[src/design/gfsx_pkg.sv]
// Shared types, codes and pattern tables for the gap framed sum/XOR frame checker.
`default_nettype none

package gfsx_pkg;

    // Verdict codes
    typedef enum logic [1:0] {
        ST_GOOD   = 2'd0,
        ST_BAD    = 2'd1,
        ST_SHORT  = 2'd2,
        ST_STATUS = 2'd3
    } frame_status_t;

    // Configuration register indexes
    localparam logic CFG_GAP_TICKS = 1'b0;
    localparam logic CFG_MAX_LEN   = 1'b1;

    // Reset values of the configuration registers
    localparam logic [15:0] GAP_TICKS_RST = 16'd5;
    localparam logic [7:0]  MAX_LEN_RST   = 8'd100;

    // Bit positions in the pattern match flags
    localparam int FLAG_TTM  = 0;
    localparam int FLAG_OK   = 1;
    localparam int FLAG_DISC = 2;

    // Offsets and lengths of the status line patterns
    localparam logic [7:0] PAT_BODY_OFS = 8'd4;
    localparam logic [7:0] TTM_MIN_LEN  = 8'd3;
    localparam logic [7:0] OK_END       = 8'd8;
    localparam logic [7:0] DISC_END     = 8'd13;
    localparam logic [7:0] CSUM_MIN_LEN = 8'd2;

    // Verdict handed from the frame core to the output register
    typedef struct packed {
        logic          valid;
        frame_status_t status;
        logic [7:0]    length;
        logic [7:0]    cmd;
        logic          connected;
    } verdict_t;

    // Status line prefix "TTM"
    function automatic logic [7:0] prefix_char(input logic [1:0] idx);
        logic [7:0] c;
        case (idx)
            2'd0:    c = "T";
            2'd1:    c = "T";
            2'd2:    c = "M";
            default: c = 8'h00;
        endcase
        return c;
    endfunction

    // Connect pattern "OK\r\n"
    function automatic logic [7:0] ok_char(input logic [1:0] idx);
        logic [7:0] c;
        case (idx)
            2'd0:    c = "O";
            2'd1:    c = "K";
            2'd2:    c = 8'h0D;
            default: c = 8'h0A;
        endcase
        return c;
    endfunction

    // Disconnect pattern "DISCONNET"
    function automatic logic [7:0] disc_char(input logic [3:0] idx);
        logic [7:0] c;
        case (idx)
            4'd0:    c = "D";
            4'd1:    c = "I";
            4'd2:    c = "S";
            4'd3:    c = "C";
            4'd4:    c = "O";
            4'd5:    c = "N";
            4'd6:    c = "N";
            4'd7:    c = "E";
            4'd8:    c = "T";
            default: c = 8'h00;
        endcase
        return c;
    endfunction

endpackage

`default_nettype wire

[src/design/gfsx_frame_core.sv]
// Frame state, gap/length framing, pattern matching and checksum verdict.
`default_nettype none

module gfsx_frame_core #(
    parameter int MAX_FRAME = 128
) (
    input  wire logic              aclk,
    input  wire logic              aresetn,
    input  wire logic              item_en,
    input  wire logic              req_type,
    input  wire logic [7:0]        rx_byte,
    input  wire logic [15:0]       gap_ticks,
    input  wire logic [7:0]        max_frame_len,
    output gfsx_pkg::verdict_t     verdict
);
    import gfsx_pkg::*;

    localparam logic [7:0] MAX_LIM = 8'(MAX_FRAME);

    logic [7:0]  byte_count_reg,  byte_count_next;
    logic [15:0] idle_ticks_reg,  idle_ticks_next;
    logic [7:0]  lagged_sum_reg,  lagged_sum_next;
    logic [7:0]  lagged_xor_reg,  lagged_xor_next;
    logic [15:0] last_two_reg,    last_two_next;
    logic [7:0]  first_byte_reg,  first_byte_next;
    logic [2:0]  flags_reg,       flags_next;
    logic        connected_reg,   connected_next;

    logic [7:0]  cnt_upd, sum_upd, xor_upd, first_upd, limit;
    logic [15:0] idle_upd, last_upd, gap_eff;
    logic [2:0]  flags_upd;
    logic [7:0]  ofs;
    logic        end_frame, conn_upd;
    frame_status_t status;

    always_comb begin
        // Defaults: hold the running values
        cnt_upd   = byte_count_reg;
        idle_upd  = idle_ticks_reg;
        sum_upd   = lagged_sum_reg;
        xor_upd   = lagged_xor_reg;
        last_upd  = last_two_reg;
        first_upd = first_byte_reg;
        flags_upd = flags_reg;
        end_frame = 1'b0;
        ofs       = byte_count_reg - PAT_BODY_OFS;

        gap_eff = (gap_ticks == 16'd0) ? 16'd1 : gap_ticks;
        limit   = (max_frame_len == 8'd0) ? 8'd1 : max_frame_len;
        if (limit > MAX_LIM) begin
            limit = MAX_LIM;
        end

        if (item_en) begin
            if (req_type) begin
                // Count idle ticks of an open frame
                if (byte_count_reg != 8'd0) begin
                    if (idle_ticks_reg != 16'hFFFF) begin
                        idle_upd = idle_ticks_reg + 16'd1;
                    end
                    end_frame = (idle_upd >= gap_eff);
                end
            end else begin
                // Take in a byte: patterns, lagged checksum, history
                if (byte_count_reg == 8'd0) begin
                    first_upd = rx_byte;
                end
                if (byte_count_reg < TTM_MIN_LEN &&
                    rx_byte != prefix_char(byte_count_reg[1:0])) begin
                    flags_upd[FLAG_TTM] = 1'b0;
                end
                if (byte_count_reg >= PAT_BODY_OFS && byte_count_reg < OK_END &&
                    rx_byte != ok_char(ofs[1:0])) begin
                    flags_upd[FLAG_OK] = 1'b0;
                end
                if (byte_count_reg >= PAT_BODY_OFS && byte_count_reg < DISC_END &&
                    rx_byte != disc_char(ofs[3:0])) begin
                    flags_upd[FLAG_DISC] = 1'b0;
                end
                if (byte_count_reg >= CSUM_MIN_LEN) begin
                    sum_upd = lagged_sum_reg + last_two_reg[15:8];
                    xor_upd = lagged_xor_reg ^ last_two_reg[15:8];
                end
                last_upd  = {last_two_reg[7:0], rx_byte};
                cnt_upd   = byte_count_reg + 8'd1;
                idle_upd  = 16'd0;
                end_frame = (cnt_upd >= limit);
            end
        end

        // Form the verdict of an ended frame
        conn_upd = connected_reg;
        if (flags_upd[FLAG_TTM] && cnt_upd >= TTM_MIN_LEN) begin
            status = ST_STATUS;
            if (flags_upd[FLAG_OK] && cnt_upd >= OK_END) begin
                conn_upd = 1'b1;
            end else if (flags_upd[FLAG_DISC] && cnt_upd >= DISC_END) begin
                conn_upd = 1'b0;
            end
        end else if (cnt_upd < CSUM_MIN_LEN) begin
            status = ST_SHORT;
        end else if (sum_upd == last_upd[15:8] && xor_upd == last_upd[7:0]) begin
            status = ST_GOOD;
        end else begin
            status = ST_BAD;
        end

        verdict.valid     = end_frame;
        verdict.status    = status;
        verdict.length    = cnt_upd;
        verdict.cmd       = first_upd;
        verdict.connected = conn_upd;

        // Clear frame state after a verdict
        if (end_frame) begin
            byte_count_next = 8'd0;
            idle_ticks_next = 16'd0;
            lagged_sum_next = 8'd0;
            lagged_xor_next = 8'd0;
            last_two_next   = 16'd0;
            first_byte_next = 8'd0;
            flags_next      = 3'b111;
            connected_next  = conn_upd;
        end else begin
            byte_count_next = cnt_upd;
            idle_ticks_next = idle_upd;
            lagged_sum_next = sum_upd;
            lagged_xor_next = xor_upd;
            last_two_next   = last_upd;
            first_byte_next = first_upd;
            flags_next      = flags_upd;
            connected_next  = connected_reg;
        end
    end

    // Hold frame state
    always_ff @(posedge aclk) begin
        if (!aresetn) begin
            byte_count_reg <= 8'd0;
            idle_ticks_reg <= 16'd0;
            lagged_sum_reg <= 8'd0;
            lagged_xor_reg <= 8'd0;
            last_two_reg   <= 16'd0;
            first_byte_reg <= 8'd0;
            flags_reg      <= 3'b111;
            connected_reg  <= 1'b0;
        end else begin
            byte_count_reg <= byte_count_next;
            idle_ticks_reg <= idle_ticks_next;
            lagged_sum_reg <= lagged_sum_next;
            lagged_xor_reg <= lagged_xor_next;
            last_two_reg   <= last_two_next;
            first_byte_reg <= first_byte_next;
            flags_reg      <= flags_next;
            connected_reg  <= connected_next;
        end
    end

endmodule

`default_nettype wire

[config.mk]
export PLATFORM = sky130hd
export DESIGN_NAME = gfsx_frame_core
export DESIGN_NICKNAME = d
export VERILOG_FILES = /design/src/design/gfsx_pkg.sv /design/src/design/gfsx_frame_core.sv
export SDC_FILE = /design/constraint.sdc
export NUM_CORES = 1
export LEC_CHECK = 0
export BUFFER_PORTS_ARGS = -buffer_cell sky130_fd_sc_hd__buf_4
export CORE_MARGIN = 1.5
export CORE_UTILIZATION = 45
export CTS_CLUSTER_SIZE = 40
export DETAILED_ROUTE_END_ITERATION = 16
export GPL_TIMING_DRIVEN = 0
export PLACE_DENSITY = 0.6
export SYNTH_ARGS = -nofsm -noshare
export SYNTH_HDL_FRONTEND = slang
export SYNTH_SLANG_ARGS = --single-unit
export TNS_END_PERCENT = 5
[constraint.sdc]
create_clock -name aclk -period 9.5 [get_ports aclk]
set_input_delay 1.9 -clock aclk [delete_from_list [all_inputs] [get_ports aclk]]
set_output_delay 1.9 -clock aclk [all_outputs]
set_load 0.1 [all_outputs]
# Word level (Yosys, flattened, before mapping)
# Memories as Yosys holds them, arrays and structs flattened.
# Index checks and enable logic that the tools add are counted.
totals:
  mem_count: 1
  reg_bits: 68
  input_bits: 36
  rom_bits: 96
  wordCells: 100
  output_inout_bits: 20
mem_list:
  columns: ["memory", "depth", "word_bits", "read_ports", "rd_clocked_by_memory_dff", "wr", "line", "source"]
  rows:
  - ["(name not given)", 16, 6, 1, 0, 0, "gfsx_pkg.sv:70", "case (idx)"]
op_classes:
  reduce_logical: 18
  magnitude_cmp: 12
  muxes: 44
  n_eq_ne: 11
  add_sub_neg: 4
  bitwise_logic: 2
op_table:
  columns: ["operator", "n"]
  rows:
  - ["two-way mux 8 bit", 19]
  - ["two-way mux 16 bit", 9]
  - ["!= test 8 bit", 3]
  - ["one-hot mux 7 bit (3 select lines)", 1]
  - ["adder 16 x 1 -> 16 bit (second input constant)", 1]
  - ["equality test 8 bit", 2]
  - ["greater-or-equal comparator 16 bit", 1]
  - ["greater-or-equal comparator 8 x 2 -> 1 bit (second input constant)", 2]
  - ["greater-or-equal comparator 8 x 4 -> 1 bit (second input constant)", 2]
  - ["zero test 16 bit", 1]
  - ["zero test 8 bit", 2]
  - ["less-than comparator 8 x 2 -> 1 bit (second input constant)", 2]
  - ["less-than comparator 8 x 4 -> 1 bit (second input constant)", 2]
  - ["!= test 16 bit (second input constant)", 1]
  - ["one-hot mux 7 bit (2 select lines)", 1]
  - ["two-way mux 1 bit", 10]
  - ["logical AND 1 bit", 9]
  - ["adder 8 x 1 -> 8 bit (second input constant)", 1]
  - ["adder 8 bit", 1]
  - ["greater-or-equal comparator 8 x 3 -> 1 bit (second input constant)", 1]
  - ["greater-or-equal comparator 8 bit", 1]
  - ["> comparator 8 bit (second input constant)", 1]
  - ["nonzero test 8 bit", 1]
  - ["XOR 8 bit", 1]
  - ["other kinds (10)", 16]

# Logic depth before layout (Yosys ltp)
depth:
  ltp_word: 14
  mapped_depth: 17
  mapped_depth_nobuf: 14

# Worst setup path before layout
# No wires, ideal clock.
synth_path:
  kind: "input to output"
  from: "input req_type"
  to: "output verdict[17] (netlist name)"
  cell_stages: 7
  path_slack_ps: 1476
  arrival_ps: 6124
  t_required_ps: 7600
  path_buffers: 1
  path_cell_list: "clkbuf_1 > nand2b_1 > nor2_1 > xnor2_1 > o31ai_1 > nor4bb_1 > a31oi_1"
synth_rtl:
  columns: ["item", "line", "source"]
  rows:
  - ["start: declaration", "gfsx_frame_core.sv:10", "input wire logic req_type,"]
  - ["end: declaration", "gfsx_frame_core.sv:14", "output gfsx_pkg::verdict_t verdict"]

# Worst setup path in the final report
layout_path:
  from: "input gap_ticks[8]"
  to: "output verdict[19] (netlist name)"
layout_between:
  elab_chain_len: 6
layout_lines:
  columns: ["item", "line", "source"]
  rows:
  - ["start: declaration", "gfsx_frame_core.sv:12", "input wire logic [15:0] gap_ticks,"]
  - ["zero test 16 bit", "gfsx_frame_core.sv:48", "gap_eff = (gap_ticks == 16'd0) ? 16'd1 : gap_ticks;"]
  - ["two-way mux 16 bit (*)", "gfsx_frame_core.sv:48", null]
  - ["greater-or-equal comparator 16 bit (*)", "gfsx_frame_core.sv:61", "end_frame = (idle_upd >= gap_eff);"]
  - ["two-way mux 1 bit (*)", "gfsx_frame_core.sv:57", "if (byte_count_reg != 8'd0) begin"]
  - ["two-way mux 1 bit (*)", "gfsx_frame_core.sv:55", "if (req_type) begin"]
  - ["two-way mux 1 bit (*)", "gfsx_frame_core.sv:54", "if (item_en) begin"]
# Every way passes the cells marked *; elsewhere a longest branch is shown, timed or not.

==> flow_metrics.env <==
export IMPL_period_needed_ns=6.58
export IMPL_cts_setup_buffers=0
export IMPL_ys_ff_latch=68
export IMPL_drv_cap=0
export IMPL_fp_dieH_um=114
export IMPL_clk_latency_ns=0.35
export IMPL_final_cell_count_no_fill=932
export IMPL_endpoint_kind="output port"
export IMPL_start_kind="input pin"
export IMPL_routedWlPerCell_um=17.6
export IMPL_dieArea_um2=12900
export IMPL_worst_pin_slew_ns=0.794
export IMPL_viasPerCell=5.79
export IMPL_cp_slowest_cell="o31ai_1"
export IMPL_layout_drive_gt1_share=0.126
export IMPL_maxSlewHeadroom=0.471
export IMPL_setup_viol=0
export IMPL_path_common_cell="buf_4"
export IMPL_drtIter0Drc=346
export IMPL_synth_area_um2=5520
export IMPL_met3_usage=0.0388
export IMPL_cp_data_required_time_ns=7.60
export IMPL_p_leak_nw=2.66
export IMPL_synthTopCellsByCount="81 x nand2_1, 68 x dfxtp_1, 64 x nor2_1"
export IMPL_hold_viol=0
export IMPL_ir_drop_mv=0.0678
export IMPL_worstHoldPathType="reg -> reg"
export IMPL_routed_wl_um=16400
export IMPL_powerDensity_nw_per_um2=124
export IMPL_critPathBufInv=3
export IMPL_dp_hpwl_um=12300
export IMPL_setup_tns_ns=0
export IMPL_clkPwrFrac=0.428
export IMPL_whs_ns=0.487
export IMPL_cts_buffers=9
export IMPL_swShare=0.317
export IMPL_p_seq_frac=0.372
export IMPL_cpLargestDelayFamily="compound AO/OA/AOI/OAI gates"
export IMPL_finalMaxSlewViolations=0
export IMPL_p_comb_frac=0.200
export IMPL_cts_num_sinks=68
export IMPL_drc=0
export IMPL_track_usage=0.264
export IMPL_gp_congestion=0.936
export IMPL_fin_nets=858
export IMPL_clockBufferDepth=2
export IMPL_synth_main_ff_cell="dfxtp_1"
export IMPL_dp_cells=916
export IMPL_p_int_mw=0.542
export IMPL_design_area_um2=6380
export IMPL_worstPathCellList="buf_4 > nor4_1 > a41o_1 > ha_1 > nand2b_1 > a211o_1 > o2111ai_1 > a311oi_1 > o31ai_1 > nor2_1 > buf_4 > buf_4"
export IMPL_async_reset_ff_frac=0
export IMPL_port_buffers=50
export IMPL_root_buffer="clkbuf_16"
export IMPL_fmax_mhz=152
export IMPL_place_area_um2=6080
export IMPL_vias=5398
export IMPL_gr_total_overflow=0
export IMPL_die_x_um=114
export IMPL_crit_path_max_incr_delay_ns=0.55
export IMPL_grt_max_degree=13
export IMPL_crit_type="in -> out"
export IMPL_io_pins=56
export IMPL_synth_edf_count=0
export IMPL_cts_tree="done"
export IMPL_use_met1=0.346
export IMPL_ant_nets=0
export IMPL_fin_util=0.531
export IMPL_clk_pin_slew_ns=0.06
export IMPL_row_count=40
export IMPL_critical_path_peak_fanout=5
export IMPL_switchingPower_mw=0.252
export IMPL_synth_area_leaders="dfxtp_1 25%, ha_1 9.3%, xnor2_1 6.8%"
export IMPL_ctsHoldBuffers=0
export IMPL_grtUsageMet2=0.440
export IMPL_syn_nets=797
export IMPL_synth_most_common_cell="nand2_1"
export IMPL_yosysWarnings=0
export IMPL_fin_skew_ns=0.00698
export IMPL_yosysUniqueCellTypes=77
export IMPL_busiest_layer="met2"
export IMPL_syn_inst=719
export IMPL_antenna_found_initial=0
export IMPL_critPathArrivalTime_ns=4.68
export IMPL_period_share=0.692
export IMPL_rsz0062_at_grt="no"
export IMPL_grt_pass1_wl_um=26700
export IMPL_cts_resized=0
export IMPL_dr_pass1_iters=5
export IMPL_ys_seq_area_frac=0.246
export IMPL_area_delta_synth_final_pct=15.5
export IMPL_core_area_um2=12000
export IMPL_start_util=0.460
export IMPL_run_status="completed"
export IMPL_synth_top_cell_area_share=0.246
export IMPL_synth_area_leader_cell="dfxtp_1"
export IMPL_grt_pass1_vias=5239
export IMPL_diodes=0
export IMPL_synth_avg_cell_area_um2=7.68
export IMPL_h_tree_depth=3
layout make-up:
cell class                 instances  area, um^2
timing repair buffer              50         375
multi-input combinational        563        3800
sequential                        68        1360
tap                              147         184
clock inverter                     4        31.3
buffer                            46         209
inverter                          42         158
clock buffer                      12         267
fill                            1170        5630
layer usage:
| layer | vias up | share of wire |
|---|---|---|
| met3 | 31 | 0.047 |
| li1 | 2647 | - |
| met5 | - | 0 |
| met2 | 135 | 0.46 |
| met4 | 0 | 0.023 |
| met1 | 2585 | 0.47 |
worst register-to-register path, delay by kind of cell (launching register included):
kind | cells | cell delay, ns
buffers and inverters | 3 | 0.89
adder cells (fa/ha/maj) | 1 | 0.26
AND/OR/NAND/NOR | 7 | 1.44
flip-flops | 1 | 0.30
XOR/XNOR | 1 | 0.14
AO/OA/AOI/OAI | 5 | 1.38
placed cells by master (no fill, tap or decap), types with 9 or more instances in the layout:
cell and count:
a21oi_1 50, clkbuf_1 30, mux2_2 10, nor2_1 64, and3_1 9, nand2b_1 10, nand3_1 30, a22oi_1 11
clkbuf_16 9, o21ai_0 24, nor2b_1 16, ha_1 41, nand2_1 81, inv_1 41, buf_4 52, xor2_1 25
nor3_1 12, a31oi_1 12, xnor2_1 43, dfxtp_1 68
power by group through the flow:
stage | registers, mW | clock network [mW] | logic [mW]
6_report | 0.296 | 0.340 | 0.159
5_1_grt | 0.296 | 0.357 | 0.172
4_1_cts | 0.296 | 0.343 | 0.159
2_1_floorplan | 0.300 | 0 | 0.113
3_3_place_gp | 0.302 | 0 | 0.156
3_5_place_dp | 0.302 | 0 | 0.158
stage by stage:
step / setup WS [ns] / total power [mW]
2_1_floorplan: 1.48 / 0.413
5_1_grt: 2.75 / 0.825
4_1_cts: 2.95 / 0.797
3_5_place_dp: 2.97 / 0.460
3_3_place_gp: 2.93 / 0.458
6_report: 2.92 / 0.794
logic make-up (layout without fill, tap and decap cells):
logic type | Yosys count | after routing | synth area share
and+or+nand+nor | 271 | 271 | 0.244
AOI/OAI and AO/OA | 162 | 162 | 0.196
adders and majority gates | 42 | 42 | 0.0965
xor gates and xnor gates | 70 | 70 | 0.116
buffers and inverters | 88 | 154 | 0.0664
DFF | 68 | 68 | 0.246
muxes | 18 | 18 | 0.0349
worst paths after layout:
check	slack, ns	start	depth (start not counted)	endpoint
setup / recovery	2.92	gap_ticks[8]	12	verdict[19]
hold / removal	0.49	last_two_reg[4]	2	last_two_reg[4]
setup reg to reg	5.02	idle_ticks_reg[7]	17	lagged_xor_reg[7]
hold reg to reg	0.49	last_two_reg[4]	2	last_two_reg[4]
Power figures use the tool's default switching activity.
